### config.mk
export PLATFORM = sky130hd
export DESIGN_NAME = key_short_long_press_detector_unit
export DESIGN_NICKNAME = d
export VERILOG_FILES = /design/src/kslp_pkg.sv /design/src/key_short_long_press_detector_unit.sv /design/src/kslp_core.sv
export SDC_FILE = /design/constraint.sdc
export NUM_CORES = 1
export LEC_CHECK = 0
export BUFFER_PORTS_ARGS = -buffer_cell sky130_fd_sc_hd__buf_2
export CORE_MARGIN = 4
export CORE_UTILIZATION = 50
export CTS_CLUSTER_SIZE = 10
export DETAILED_ROUTE_END_ITERATION = 7
export GPL_ROUTABILITY_DRIVEN = 0
export PLACE_DENSITY_LB_ADDON = 0.15
export SLEW_MARGIN = 20
export SYNTH_ARGS = -nofsm -noshare
export SYNTH_HDL_FRONTEND = slang
export SYNTH_SLANG_ARGS = --single-unit
### constraint.sdc
create_clock -name clk -period 4.3 [get_ports clk]
set_input_delay 0.645 -clock clk [delete_from_list [all_inputs] [get_ports clk]]
set_output_delay 0.645 -clock clk [all_outputs]
set_load 0.01 [all_outputs]
### src/kslp_pkg.sv
// Shared types and constants for the key short/long press detector.
package kslp_pkg;

	typedef enum logic [1:0] {
		PH_IDLE  = 2'd0,
		PH_WAIT  = 2'd1,
		PH_SHORT = 2'd2,
		PH_LONG  = 2'd3
	} phase_t;

	localparam int CNT_W = 8;
	localparam int CFG_IDX_W = 2;

	localparam logic [CNT_W-1:0] FILTER_TICKS_RST = 8'd20;
	localparam logic [CNT_W-1:0] LONG_TICKS_RST = 8'd50;
	localparam logic [CNT_W-1:0] HOLD_MAX = 8'hFF;

	localparam logic REQ_FILTER = 1'b0;
	localparam logic REQ_CLASSIFY = 1'b1;
	localparam logic LEVEL_PRESSED = 1'b0;

	localparam logic [CFG_IDX_W-1:0] CFG_FILTER_TICKS = 2'd0;
	localparam logic [CFG_IDX_W-1:0] CFG_LONG_TICKS = 2'd1;

	typedef struct packed {
		logic [CNT_W-1:0] filter_count;
		logic             filtered_pressed;
		logic [CNT_W-1:0] hold_count;
		phase_t           phase;
		logic             long_armed;
		logic             action_pending;
	} kslp_state_t;

	typedef struct packed {
		logic   short_press;
		logic   long_press;
		logic   release_done;
		logic   debounced_pressed;
		phase_t press_state;
	} kslp_result_t;

endpackage

### src/key_short_long_press_detector_unit.sv
// Top level of the key short/long press detector.
//
// Input channel (in_valid/in_ready): one word per tick. req_type selects a
// filter tick, which samples key_level (0 = pressed), or a classify tick,
// which advances the hold counter and the press state.
// Output channel (out_valid/out_ready): exactly one result word per input
// word, in order: short_press, long_press, release_done (one-tick events,
// zero on filter ticks), debounced_pressed and press_state.
// The result of an accepted word is registered and shown from the cycle after
// it is accepted. Throughput is one word per cycle while the receiver takes
// each word, set by the single result register; state is updated as the word is accepted.
// When the receiver stalls, the result register holds its word and in_ready
// stays high only if that word is taken in the same cycle.
// Configuration: cfg_we writes cfg_data into register cfg_index
// (0 filter_ticks, 1 long_ticks); other indexes are ignored.
// Reset (arst_n low) restores filter_ticks 20, long_ticks 50, the idle press
// state and an empty output register.
module key_short_long_press_detector_unit (
	input  logic                              clk,
	input  logic                              arst_n,
	input  logic                              in_valid,
	output logic                              in_ready,
	input  logic                              req_type,
	input  logic                              key_level,
	output logic                              out_valid,
	input  logic                              out_ready,
	output logic                              short_press,
	output logic                              long_press,
	output logic                              release_done,
	output logic                              debounced_pressed,
	output logic [1:0]                        press_state,
	input  logic                              cfg_we,
	input  logic [kslp_pkg::CFG_IDX_W-1:0]    cfg_index,
	input  logic [kslp_pkg::CNT_W-1:0]        cfg_data
);

	logic [kslp_pkg::CNT_W-1:0] filter_ticks_q;
	logic [kslp_pkg::CNT_W-1:0] long_ticks_q;
	kslp_pkg::kslp_state_t      st_q;
	kslp_pkg::kslp_state_t      st_next;
	kslp_pkg::kslp_result_t     res;
	kslp_pkg::kslp_result_t     res_q;
	logic                       out_valid_q;
	logic                       accept;

	assign in_ready = !out_valid_q || out_ready;
	assign accept = in_valid && in_ready;

	kslp_core u_core (
		.req_type     (req_type),
		.key_level    (key_level),
		.filter_ticks (filter_ticks_q),
		.long_ticks   (long_ticks_q),
		.st           (st_q),
		.st_next      (st_next),
		.res          (res)
	);

	always_ff @(posedge clk or negedge arst_n) begin
		if (!arst_n) begin
			filter_ticks_q <= kslp_pkg::FILTER_TICKS_RST;
			long_ticks_q <= kslp_pkg::LONG_TICKS_RST;
		end else if (cfg_we) begin
			unique case (cfg_index)
				kslp_pkg::CFG_FILTER_TICKS: filter_ticks_q <= cfg_data;
				kslp_pkg::CFG_LONG_TICKS:   long_ticks_q <= cfg_data;
				default: ;
			endcase
		end
	end

	always_ff @(posedge clk or negedge arst_n) begin
		if (!arst_n) begin
			st_q.filter_count <= kslp_pkg::FILTER_TICKS_RST;
			st_q.filtered_pressed <= 1'b0;
			st_q.hold_count <= '0;
			st_q.phase <= kslp_pkg::PH_IDLE;
			st_q.long_armed <= 1'b1;
			st_q.action_pending <= 1'b0;
		end else if (accept) begin
			st_q <= st_next;
		end
	end

	always_ff @(posedge clk or negedge arst_n) begin
		if (!arst_n) begin
			out_valid_q <= 1'b0;
		end else if (accept) begin
			out_valid_q <= 1'b1;
		end else if (out_ready) begin
			out_valid_q <= 1'b0;
		end
	end

	always_ff @(posedge clk) begin
		if (accept) begin
			res_q <= res;
		end
	end

	assign out_valid = out_valid_q;
	assign short_press = res_q.short_press;
	assign long_press = res_q.long_press;
	assign release_done = res_q.release_done;
	assign debounced_pressed = res_q.debounced_pressed;
	assign press_state = res_q.press_state;

`ifndef SYNTHESIS
	a_one_event: assert property (@(posedge clk) disable iff (!arst_n)
		out_valid_q |-> $onehot0({res_q.short_press, res_q.long_press, res_q.release_done}))
		else $error("more than one press event in a result word");

	a_filter_no_event: assert property (@(posedge clk) disable iff (!arst_n)
		(accept && req_type == kslp_pkg::REQ_FILTER) |=>
		(out_valid_q && !res_q.short_press && !res_q.long_press && !res_q.release_done))
		else $error("press event on a filter tick");

	a_short_state: assert property (@(posedge clk) disable iff (!arst_n)
		(out_valid_q && res_q.short_press) |-> (res_q.press_state == kslp_pkg::PH_SHORT))
		else $error("short press outside the short state");

	a_long_state: assert property (@(posedge clk) disable iff (!arst_n)
		(out_valid_q && res_q.long_press) |->
		(res_q.press_state == kslp_pkg::PH_LONG && !st_q.long_armed))
		else $error("long press event without disarming");

	a_result_tracks_state: assert property (@(posedge clk) disable iff (!arst_n)
		accept |=> (res_q.debounced_pressed == st_q.filtered_pressed &&
			res_q.press_state == st_q.phase))
		else $error("result word disagrees with the stored state");
`endif

endmodule

### src/kslp_core.sv
// Next-state and result logic for one key word.
module kslp_core (
	input  logic                         req_type,
	input  logic                         key_level,
	input  logic [kslp_pkg::CNT_W-1:0]   filter_ticks,
	input  logic [kslp_pkg::CNT_W-1:0]   long_ticks,
	input  kslp_pkg::kslp_state_t        st,
	output kslp_pkg::kslp_state_t        st_next,
	output kslp_pkg::kslp_result_t       res
);

	always_comb begin
		logic [kslp_pkg::CNT_W-1:0] fc;
		logic [kslp_pkg::CNT_W-1:0] hc;
		st_next = st;
		res.short_press = 1'b0;
		res.long_press = 1'b0;
		res.release_done = 1'b0;
		fc = st.filter_count;
		hc = st.hold_count;
		if (req_type == kslp_pkg::REQ_FILTER) begin
			if (key_level == kslp_pkg::LEVEL_PRESSED) begin
				// Countdown holds at zero while the key stays down.
				if (fc != '0) begin
					fc = fc - 1'b1;
				end
				st_next.filter_count = fc;
				if (fc == '0) begin
					st_next.filtered_pressed = 1'b1;
				end
			end else begin
				st_next.filtered_pressed = 1'b0;
				st_next.filter_count = filter_ticks;
			end
		end else begin
			if (hc != kslp_pkg::HOLD_MAX) begin
				hc = hc + 1'b1;
			end
			if (st.filtered_pressed && (hc > long_ticks)) begin
				st_next.hold_count = long_ticks;
				st_next.phase = kslp_pkg::PH_LONG;
			end else if (st.filtered_pressed) begin
				st_next.hold_count = hc;
				st_next.phase = kslp_pkg::PH_WAIT;
			end else begin
				st_next.hold_count = '0;
				st_next.phase = (st.phase == kslp_pkg::PH_WAIT) ?
					kslp_pkg::PH_SHORT : kslp_pkg::PH_IDLE;
				st_next.long_armed = 1'b1;
			end

			if (st_next.phase == kslp_pkg::PH_SHORT) begin
				st_next.action_pending = 1'b1;
				res.short_press = 1'b1;
			end else if (st_next.phase == kslp_pkg::PH_LONG && st_next.long_armed) begin
				st_next.long_armed = 1'b0;
				st_next.action_pending = 1'b1;
				res.long_press = 1'b1;
			end else if (st_next.phase == kslp_pkg::PH_IDLE && st.action_pending) begin
				st_next.action_pending = 1'b0;
				res.release_done = 1'b1;
			end
		end
		res.debounced_pressed = st_next.filtered_pressed;
		res.press_state = st_next.phase;
	end

endmodule
==> reports/qor.csv, run 1 <==
stage;metric;value;unit
outcome;status;finished, final reports clean;
critical_path;Slowest cell on crit path;dfrtp_1;
timing;fin crit share;78.0;%
synth;most frequent cell after synthesis;dfrtp_1;
clocking;Clock Path Buffers;2;
route;drt first pass iters;4;
route;wire per inst;15.3;um
clocking;Hold Buf Count CTS;0;
final_layout;Area Growth Syn to Fin;8.89;%
die;Starting Density;52.6;%
final_layout;Final #Nets;295;
route;1st-iter DRT viols;148;
critical_path;Critical Setup Path Class;reg2reg;
synth;most frequent cells after synthesis;dfrtp_1, mux2_2, nor2_1, o21ai_0, inv_1;
route;WL final;5140;um
synth;mux cell area share after synthesis;10.1;%
synth;number of unique standard cell types used by synthesis;54;
power;Peak VDD IR;225;uV
timing;normalized max-slew margin;42.1;%
critical_path;crit-path max FO;12;
timing;final hold viol count;0;
synth;Post-synth EDFFs;6;
critical_path;nature of the critical path endpoint;flop;
clocking;post-CTS resize count;0;
power;overall power;0.00107;W
global_route;Total Routing Usage GR;18.0;%
critical_path;Buf/Inv on CP;1;
route;Post-DRT Antenna Nets;0;
global_route;vias in the first global route;1855;
synth;Post-Syn Area;2530;sq um
placement;Inst Count DP;327;
die;IO Count;25;
synth;number of synthesis warnings;0;
timing;RSZ-0062 raised after global routing;false;
route;Vias/cell;5.80;
die;Site Rows;25;
timing;clock skew;5.85;ps
timing;setup TNS;0;ps
route;residual DRC count;0;
final_layout;diodes inserted;0;
clocking;TritonCTS clock tree;yes;
final_layout;cell area after layout;2760;sq um
global_route;GR Overflow Total;0;
die;area of the core;4820;sq um
synth;post-synthesis simple-gate area fraction;15.7;%
final_layout;share of layout cells above drive strength 1;24.6;%
synth;Synth Area in Compound Gates;17.4;%
critical_path;critical path's largest stage delay;450;ps
clocking;CTS root buffer;clkbuf_8;
die;Die ar.;6270;sq um
critical_path;worst-path cell chain;ha_1 -> nand2_1 -> nor3_1 -> mux2_2 -> ha_1 -> nand3_1 -> o221ai_1 -> o211ai_1 -> buf_4 -> and4_1 -> a221o_1;
global_route;global-route wire length before repair;8940;um
timing;Final Max Slew Viols;0;
timing;min cycle time layout;3360;ps
synth;cell taking the most area after synthesis;dfrtp_1;
synth;XOR/XNOR share of the synthesized area;1.04;%
synth;Mapped Nets;278;
timing;actual slew at the worst max-slew pin;869;ps
critical_path;most used cell, CP;ha_1;
synth;sequential fraction of the synthesis area;45.1;%
clocking;H-tree levels;2;
critical_path;arrival time worst endpoint;3530;ps
synth;synth top area cells;dfrtp_1, mux2_2, dfstp_2;
route;Vias;1943;
critical_path;CP required;4480;ps
power;static leakage;1.18;nW
clocking;Clk Latency, worst-skew pair;290;ps
clocking;clock buffer count from CTS;5;
placement;Port Buffers;24;
run;Max-cap violations;0;
final_layout;fin cells;335;
hold_path;Hold/Removal Path Class;in2async;
synth;Mean Syn Cell Area;10.1;sq um
placement;DP Area;2670;sq um
die;Die Ht;79.2;um
power;Pwr Density;389;nW/um^2
clocking;Worst-path clk slew;80;ps
placement;DP Wirelength;3740;um
synth;share of Yosys cell area claimed by the top area cell type;29.6;%
synth;area share of fa/ha/maj cells after synthesis;5.43;%
global_route;initial antenna violation count;0;
synth;largest family of logic cells by synthesized area;compound AO/OA/AOI/OAI gates;
timing;Setup violations, final;0;
clocking;# Post-CTS Setup Buffers;0;
critical_path;CP top delay family;simple AND/OR/NAND/NOR gates;
die;Die X;79.2;um
synth;top_reg_cell synth;dfrtp_1;
synth;Synth async-reset ratio;86.4;%
critical_path;worst r2r path cells;11;
timing;Max Fclk;298;MHz
synth;Post-Synthesis Cells;250;
synth;synthesis-stage register bit count;44;
global_route;pin count of the biggest net entering global routing;39;
clocking;clock sink count;44;
critical_path;Levels on crit path;11;
critical_path;CP Launch Type;flop;
[cell usage in the layout, fill, tap and decap left out, types with 8 or more instances in the layout]
| master | netlist | final |
|---|---|---|
| mux2_2 | 21 | 21 |
| ha_1 | 11 | 11 |
| o21ai_0 | 17 | 17 |
| buf_2 | 0 | 24 |
| nor3_1 | 10 | 10 |
| inv_1 | 15 | 15 |
| dfstp_2 | 8 | 8 |
| a21oi_1 | 13 | 13 |
| nand2_1 | 11 | 11 |
| nand3_1 | 8 | 8 |
| dfrtp_1 | 30 | 30 |
| nor2_1 | 19 | 19 |
[metrics by stage]
step	hold slack, ps	setup WS (ps)	utilization [%]
global placement	484	1070	55.4
global route	522	696	57.2
detailed placement	493	983	55.4
CTS	485	954	57.2
floorplan	349	1290	-
finish	466	944	57.2
[cell families (layout without fill, tap and decap cells)]
logic type | count (synthesis) | after routing
muxes | 23 | 23
AOI/OAI and AO/OA | 65 | 65
xor gates and xnor gates | 3 | 3
buffers and inverters | 30 | 48
adders and majority gates | 11 | 11
and+or+nand+nor | 74 | 74
DFF | 44 | 44
[sequential cells by signal (all words and copies together) (netlist names), 2 cells and up]
| name | cells |
|---|---|
| press_state | 2 |
| filter_ticks_q | 8 |
| long_ticks_q | 8 |
| st_q | 21 |
[path summary, 6_finish.rpt]
path / startpoint / slack (ps) / end
worst min register to register: long_ticks_q[3]$_DFFE_PN0P_ / 510 / long_ticks_q[3]$_DFFE_PN0P_
min in group clk: long_ticks_q[3]$_DFFE_PN0P_ / 510 / long_ticks_q[3]$_DFFE_PN0P_
worst max-delay path: st_q[4]$_DFFE_PN0P_ / 940 / st_q[8]$_DFFE_PN0P_
worst max register to register: st_q[4]$_DFFE_PN0P_ / 940 / st_q[8]$_DFFE_PN0P_
max in group asynchronous: arst_n / 3290 / st_q[2]$_DFFE_PN0P_
worst min-delay path: arst_n / 470 / st_q[7]$_DFFE_PN0P_
[routing by layer]
| layer | track usage [%] | wire (um) | vias up |
|---|---|---|---|
| met3 | 3.17 | 266 | 8 |
| met1 | 27.5 | 2650 | 917 |
| met2 | 25.8 | 2150 | 55 |
| li1 | - | - | 963 |
| met4 | 5.67 | 70 | 0 |
| met5 | 0 | 0 | - |
[power by group]
part           internal (W)  switching, W  total [W]
Clock              0.000131      0.000132   0.000263
Sequential         0.000494     0.0000635   0.000558
Combinational      0.000116      0.000137   0.000253
Total              0.000741      0.000332    0.00107
[area by class of cell]
type | instances | area [sq um]
fillers | 449 | 2060
multi-input cells | 176 | 1260
flip-flops and latches | 44 | 1140
repair buffers | 25 | 128
clock buffers | 8 | 90.1
well taps | 67 | 83.8
inverters | 15 | 56.3
Note: power is estimated with default switching activity, not from simulation.
==> run 2: changes to the inputs <==
==> constraint.sdc (replaced) <==
create_clock -name clk -period 3.4 [get_ports clk]
set_input_delay 0.51 -clock clk [delete_from_list [all_inputs] [get_ports clk]]
set_output_delay 0.51 -clock clk [all_outputs]
set_load 0.01 [all_outputs]
==> run 2 against run 1 <==
Against the previous run:
- die area unchanged
- sequential power increased by 26%
- core utilization increased by 0.57 points
- register-to-register slack got worse by 590 ps
- cell count increased by 0.60%
- worst setup slack got worse by 590 ps
- hold slack got worse by 160 ps
- sequential share of layout area decreased by 0.41 points
- count of clock-buffer cells in the layout decreased by 1
- fmax increased by 10%
- critical path type unchanged
- critical endpoint is now st_q[9]$_DFFE_PN0P_
==> reports/qor.csv, run 2 (synthesis results as in run 1) <==
stage;metric;value;unit;change
outcome;status;finished, final reports clean;;unchanged
final_layout;fin cells;337;;was 335
critical_path;Critical Setup Path Class;reg2reg;;unchanged
power;switching pwr;0.000433;W;was 0.000332 W
timing;Final Max Slew Viols;0;;unchanged
final_layout;Reg with most FFs;st_q;;unchanged
global_route;vias in the first global route;1772;;was 1855
critical_path;crit-path max FO;6;;was 12
timing;normalized max-slew margin;43.0;%;was 42.1%
power;Pwr Density;500;nW/um^2;was 389 nW/um^2
power;static leakage;1.20;nW;was 1.18 nW
clocking;Clock Path Buffers;2;;unchanged
hold_path;Hold/Removal Path Class;in2async;;unchanged
timing;RSZ-0062 raised after global routing;false;;unchanged
timing;actual slew at the worst max-slew pin;855;ps;was 869 ps
power;Clk pwr share;26.3;%;was 24.5%
timing;clock skew;3.76;ps;was 5.85 ps
timing;final hold viol count;0;;unchanged
clocking;H-tree levels;2;;unchanged
clocking;Hold Buf Count CTS;0;;unchanged
timing;min cycle time layout;3050;ps;was 3360 ps
timing;Max Fclk;328;MHz;was 298 MHz
clocking;CTS root buffer;clkbuf_8;;unchanged
route;residual DRC count;0;;unchanged
run;Max-cap violations;0;;unchanged
route;Vias;1892;;was 1943
timing;Setup violations, final;0;;unchanged
global_route;GR Overflow Total;0;;unchanged
final_layout;Largest register FFs;21;;unchanged
die;Die Ht;79.2;um;unchanged
power;internal power;0.000961;W;was 0.000741 W
clocking;clock buffer count from CTS;5;;unchanged
route;drt first pass iters;4;;unchanged
route;Vias/cell;5.61;;was 5.80
clocking;# Post-CTS Setup Buffers;0;;unchanged
route;WL final;5100;um;was 5140 um
timing;fin crit share;89.7;%;was 78.0%
critical_path;CP Launch Type;flop;;unchanged
clocking;post-CTS resize count;0;;unchanged
die;IO Count;25;;unchanged
clocking;TritonCTS clock tree;yes;;unchanged
final_layout;most frequent cells in the layout;dfrtp_1, buf_2, mux2_2;;unchanged
route;wire per inst;15.1;um;was 15.3 um
final_layout;Area Growth Syn to Fin;9.98;%;was 8.89%
global_route;Total Routing Usage GR;17.6;%;was 18.0%
final_layout;commonest non-fill, non-tap cell in the layout;dfrtp_1;;unchanged
power;Sw Share;31.0;%;was 30.9%
route;1st-iter DRT viols;132;;was 148
clocking;Clk Latency, worst-skew pair;300;ps;was 290 ps
final_layout;utilization after layout;57.8;%;was 57.2%
placement;Inst Count DP;329;;was 327
global_route;pin count of the biggest net entering global routing;39;;unchanged
power;Peak VDD IR;250;uV;was 225 uV
route;Post-DRT Antenna Nets;0;;unchanged
global_route;initial antenna violation count;0;;unchanged
final_layout;Final #Nets;297;;was 295
final_layout;diodes inserted;0;;unchanged
critical_path;nature of the critical path endpoint;flop;;unchanged
power;Comb power frac;23.1;%;was 23.5%
placement;Port Buffers;24;;unchanged
die;area of the core;4820;sq um;unchanged
timing;setup TNS;0;ps;unchanged
placement;DP Wirelength;3720;um;was 3740 um
final_layout;share of layout cells above drive strength 1;25.6;%;was 24.6%
final_layout;top flop regs;st_q x21, filter_ticks_q x8, long_ticks_q x8;;unchanged
die;Die X;79.2;um;unchanged
die;Starting Density;52.6;%;unchanged
power;sequential share of power;50.6;%;was 52.0%
critical_path;CP required;3580;ps;was 4480 ps
global_route;global-route wire length before repair;8670;um;was 8940 um
clocking;Worst-path clk slew;80;ps;about the same
critical_path;arrival time worst endpoint;3230;ps;was 3530 ps
clocking;clock sink count;44;;unchanged
die;Site Rows;25;;unchanged
die;Die ar.;6270;sq um;unchanged
[run 2: layout make-up]
| class | count | area (sq um) |
|---|---|---|
| repair buffers | 27 | 143 |
| well taps | 67 | 83.8 |
| clock inverters | 1 | 5.00 |
| multi-input cells | 176 | 1260 |
| inverters | 15 | 56.3 |
| fillers | 474 | 2030 |
| clock buffers | 7 | 97.6 |
| flip-flops and latches | 44 | 1140 |
[run 2: per-layer routing]
layer  global-route usage [%]  wire (um)  up-vias
met5                        0          0        -
met4                     4.12         29        0
met1                     25.5       2570      890
li1                         -          -      957
met3                     4.54        254        4
met2                     26.3       2250       41
[run 2: final timing paths]
check / start / endpoint / slack (ps) / cells after the start
max in group asynchronous: arst_n / st_q[2]$_DFFE_PN0P_ / 2540 / 1
min: arst_n / st_q[7]$_DFFE_PN0P_ / 310 / 1
min in group clk: in_valid / out_valid$_DFFE_PN0P_ / 440 / 2
min reg2reg: long_ticks_q[7]$_DFFE_PN0P_ / long_ticks_q[7]$_DFFE_PN0P_ / 510 / 1
max reg2reg: st_q[4]$_DFFE_PN0P_ / st_q[9]$_DFFE_PN0P_ / 350 / 10
max: st_q[4]$_DFFE_PN0P_ / st_q[9]$_DFFE_PN0P_ / 350 / 10
[run 2: worst max-delay path, cell delays in order, from the launching register on]
cell	delay, ps
dfrtp_1	450
ha_1	310
nand2_1	120
nor3_1	280
mux2_2	390
ha_1	270
nand3_1	80
o221ai_1	220
o211ai_1	130
and4_1	310
a221o_1	370
[run 2: power by group through the flow]
stage | Clock (W) | Combinational, W | Sequential [W]
after global routing | 0.000406 | 0.000369 | 0.000721
after detailed placement | 0 | 0.000320 | 0.000715
after global placement | 0 | 0.000315 | 0.000714
final | 0.000367 | 0.000321 | 0.000705
after floorplan | 0 | 0.000297 | 0.000675
after CTS | 0.000375 | 0.000323 | 0.000705
[run 2: stage by stage]
step	hold slack [ps]	instance area (sq um)	power, W	worst slack (ps)
final	308	2790	0.00139	352
after floorplan	214	2530	0.000972	387
after global placement	490	2680	0.00103	509
after CTS	355	2790	0.00140	369
after detailed placement	493	2680	0.00103	394
after global routing	396	2790	0.00150	78.3
==> run 3: changes to the inputs <==
--- a/config.mk
+++ b/config.mk
@@ -5,6 +5,7 @@
 export SDC_FILE = /design/constraint.sdc
 export NUM_CORES = 1
 export LEC_CHECK = 0
+export ABC_AREA = 1
 export BUFFER_PORTS_ARGS = -buffer_cell sky130_fd_sc_hd__buf_2
 export CORE_MARGIN = 4
 export CORE_UTILIZATION = 50
==> run 3 against run 2 <==
Against the previous run:
- total power is 4.4% higher
- synthesized cell count is 37% higher
- sequential power down 1%
- clock skew up 0.71 ps
- global-route usage increased by 0.93 points
- fmax increased by 15%
- via count is 16% higher
- hold slack better by 6.8 ps
- largest cell class unchanged
- largest power group unchanged
==> reports/qor.csv, run 3 <==
stage;metric;value;unit;change
synth;number of unique standard cell types used by synthesis;33;;was 54
route;drt first pass iters;4;;unchanged
route;wire per inst;11.9;um;was 15.1 um
critical_path;nature of the critical path endpoint;flop;;unchanged
synth;most frequent cells after synthesis;nand2_1, o21ai_0, inv_1, nand3_1, dfrtp_1;;was dfrtp_1, mux2_2, nor2_1, o21ai_0, inv_1
synth;cell taking the most area after synthesis;dfrtp_1;;unchanged
clocking;post-CTS resize count;0;;unchanged
critical_path;CP required;3510;ps;was 3580 ps
clocking;Clock Path Buffers;2;;unchanged
synth;most frequent cell after synthesis;nand2_1;;was dfrtp_1
synth;Post-synth EDFFs;6;;unchanged
timing;normalized max-slew margin;42.5;%;was 43.0%
synth;Mean Syn Cell Area;7.55;sq um;was 10.1 sq um
final_layout;Largest register FFs;21;;unchanged
clocking;Hold Buf Count CTS;0;;unchanged
clocking;TritonCTS clock tree;yes;;unchanged
global_route;pin count of the biggest net entering global routing;39;;unchanged
outcome;status;finished, final reports clean;;unchanged
die;area of the core;4850;sq um;was 4820 sq um
timing;Final Max Slew Viols;0;;unchanged
global_route;global-route wire length before repair;9320;um;was 8670 um
global_route;initial antenna violation count;0;;unchanged
die;Die X;79.9;um;was 79.2 um
timing;Setup violations, final;0;;unchanged
synth;Post-Synthesis Cells;342;;was 250
synth;synth top area cells;dfrtp_1, nand2_1, o21ai_0;;was dfrtp_1, mux2_2, dfstp_2
clocking;Clk Latency, worst-skew pair;290;ps;was 300 ps
clocking;# Post-CTS Setup Buffers;0;;unchanged
clocking;Worst-path clk slew;90;ps;was 80 ps
final_layout;commonest non-fill, non-tap cell in the layout;nand2_1;;was dfrtp_1
timing;fin crit share;78.2;%;was 89.7%
die;Site Rows;25;;unchanged
synth;Synth async-reset ratio;86.4;%;unchanged
final_layout;Final #Nets;392;;was 297
placement;Inst Count DP;424;;was 329
final_layout;diodes inserted;0;;unchanged
clocking;clock buffer count from CTS;5;;unchanged
route;1st-iter DRT viols;122;;was 132
route;Vias;2200;;was 1892
timing;min cycle time layout;2660;ps;was 3050 ps
power;Pwr Density;513;nW/um^2;was 500 nW/um^2
timing;setup TNS;0;ps;unchanged
route;WL final;5130;um;was 5100 um
final_layout;share of layout cells above drive strength 1;14.0;%;was 25.6%
clocking;CTS root buffer;clkbuf_8;;unchanged
timing;actual slew at the worst max-slew pin;859;ps;was 855 ps
synth;share of Yosys cell area claimed by the top area cell type;29.1;%;was 29.6%
route;residual DRC count;0;;unchanged
route;Post-DRT Antenna Nets;0;;unchanged
timing;RSZ-0062 raised after global routing;false;;unchanged
global_route;Total Routing Usage GR;18.5;%;was 17.6%
placement;DP Wirelength;3830;um;was 3720 um
global_route;vias in the first global route;2053;;was 1772
synth;sequential fraction of the synthesis area;44.2;%;was 45.1%
hold_path;Hold/Removal Path Class;in2async;;unchanged
run;Max-cap violations;0;;unchanged
final_layout;top flop regs;st_q x21, filter_ticks_q x8, long_ticks_q x8;;unchanged
die;Starting Density;53.2;%;was 52.6%
timing;clock skew;4.47;ps;was 3.76 ps
die;Die ar.;6380;sq um;was 6270 sq um
timing;Max Fclk;376;MHz;was 328 MHz
critical_path;crit-path max FO;13;;was 6
synth;Mapped Nets;370;;was 278
clocking;H-tree levels;2;;unchanged
final_layout;Reg with most FFs;st_q;;unchanged
clocking;clock sink count;44;;unchanged
placement;Port Buffers;24;;unchanged
critical_path;arrival time worst endpoint;2770;ps;was 3230 ps
power;Peak VDD IR;294;uV;was 250 uV
critical_path;CP Launch Type;flop;;unchanged
final_layout;most frequent cells in the layout;nand2_1, o21ai_0, inv_1;;was dfrtp_1, buf_2, mux2_2
synth;number of synthesis warnings;0;;unchanged
die;Die Ht;79.9;um;was 79.2 um
final_layout;Area Growth Syn to Fin;9.84;%;was 9.98%
global_route;GR Overflow Total;0;;unchanged
route;Vias/cell;5.09;;was 5.61
synth;top_reg_cell synth;dfrtp_1;;unchanged
power;static leakage;1.50;nW;was 1.20 nW
die;IO Count;25;;unchanged
critical_path;Critical Setup Path Class;reg2reg;;unchanged
final_layout;fin cells;432;;was 337
synth;Post-Syn Area;2580;sq um;was 2530 sq um
timing;final hold viol count;0;;unchanged
synth;synthesis-stage register bit count;44;;unchanged
-- run 3: final cells by class --
type	count	area, sq um
flip-flops and latches	44	1140
clock inverters	2	15.0
fillers	466	2010
clock buffers	6	82.6
repair buffers	24	120
well taps	67	83.8
inverters	45	169
multi-input cells	244	1220
-- run 3: layer usage --
layer	track usage (%)	routed length, um	share of wire (%)
met1	25.2	2500	49
met2	30.7	2400	47
met3	3.27	187	3.6
met4	4.39	38	0.74
met5	0	0	0
-- run 3: kinds of logic (layout without fill, tap and decap cells) --
| kind of cell | Yosys count | in the layout | share of synthesized area [%] |
|---|---|---|---|
| flops | 44 | 44 | 44.2 |
| fa+ha+maj | 11 | 11 | 5.33 |
| buf+inv | 54 | 77 | 8.39 |
| xor+xnor | 4 | 4 | 1.36 |
| simple gates | 175 | 175 | 29.6 |
| compound gates | 54 | 54 | 11.1 |
-- run 3: final timing paths --
| path | cells past startpoint | slack, ps | to | from |
|---|---|---|---|---|
| worst max-delay path | 12 | 740 | long_press$_SDFFCE_PP0P_ | st_q[4]$_DFFE_PN0P_ |
| worst min-delay path | 1 | 310 | st_q[20]$_DFFE_PN0P_ | arst_n |
| min in group clk | 3 | 450 | long_ticks_q[5]$_DFFE_PN1P_ | cfg_data[5] |
| max in group asynchronous | 1 | 2550 | st_q[9]$_DFFE_PN0P_ | arst_n |
| worst max register to register | 12 | 740 | long_press$_SDFFCE_PP0P_ | st_q[4]$_DFFE_PN0P_ |
| worst min register to register | 2 | 480 | st_q[1]$_DFFE_PN1P_ | st_q[1]$_DFFE_PN1P_ |
-- run 3: stage by stage --
stage          cell area (sq um)  power [W]  setup WS [ps]  hold slack (ps)  utilization [%]
4_1_cts                     2840    0.00146            751              350             58.5
2_1_floorplan               2580    0.00101           1040              214                -
3_3_place_gp                2740    0.00112            881              467             56.5
3_5_place_dp                2740    0.00112            773              471             56.5
6_report                    2840    0.00146            742              315             58.5
5_1_grt                     2840    0.00158            394              379             58.5
-- run 3: critical path, cell delays in order (launching register included) --
cell and delay (ps):
dfrtp_1 420, ha_1 230, nand2_1 110, nor2_4 140, nand3_1 100, a21boi_0 170, inv_1 90, ha_1 290
nand4_1 100, nor3b_1 70, nor2_2 280, nand2_2 230, nor3_1 240
-- run 3: report_power, final --
part / internal [W] / total [W] / switching (W) / leakage, nW
clock network: 0.000165 / 0.000344 / 0.000179 / 0.0434
registers: 0.000630 / 0.000696 / 0.0000661 / 0.534
logic: 0.000150 / 0.000415 / 0.000265 / 0.926
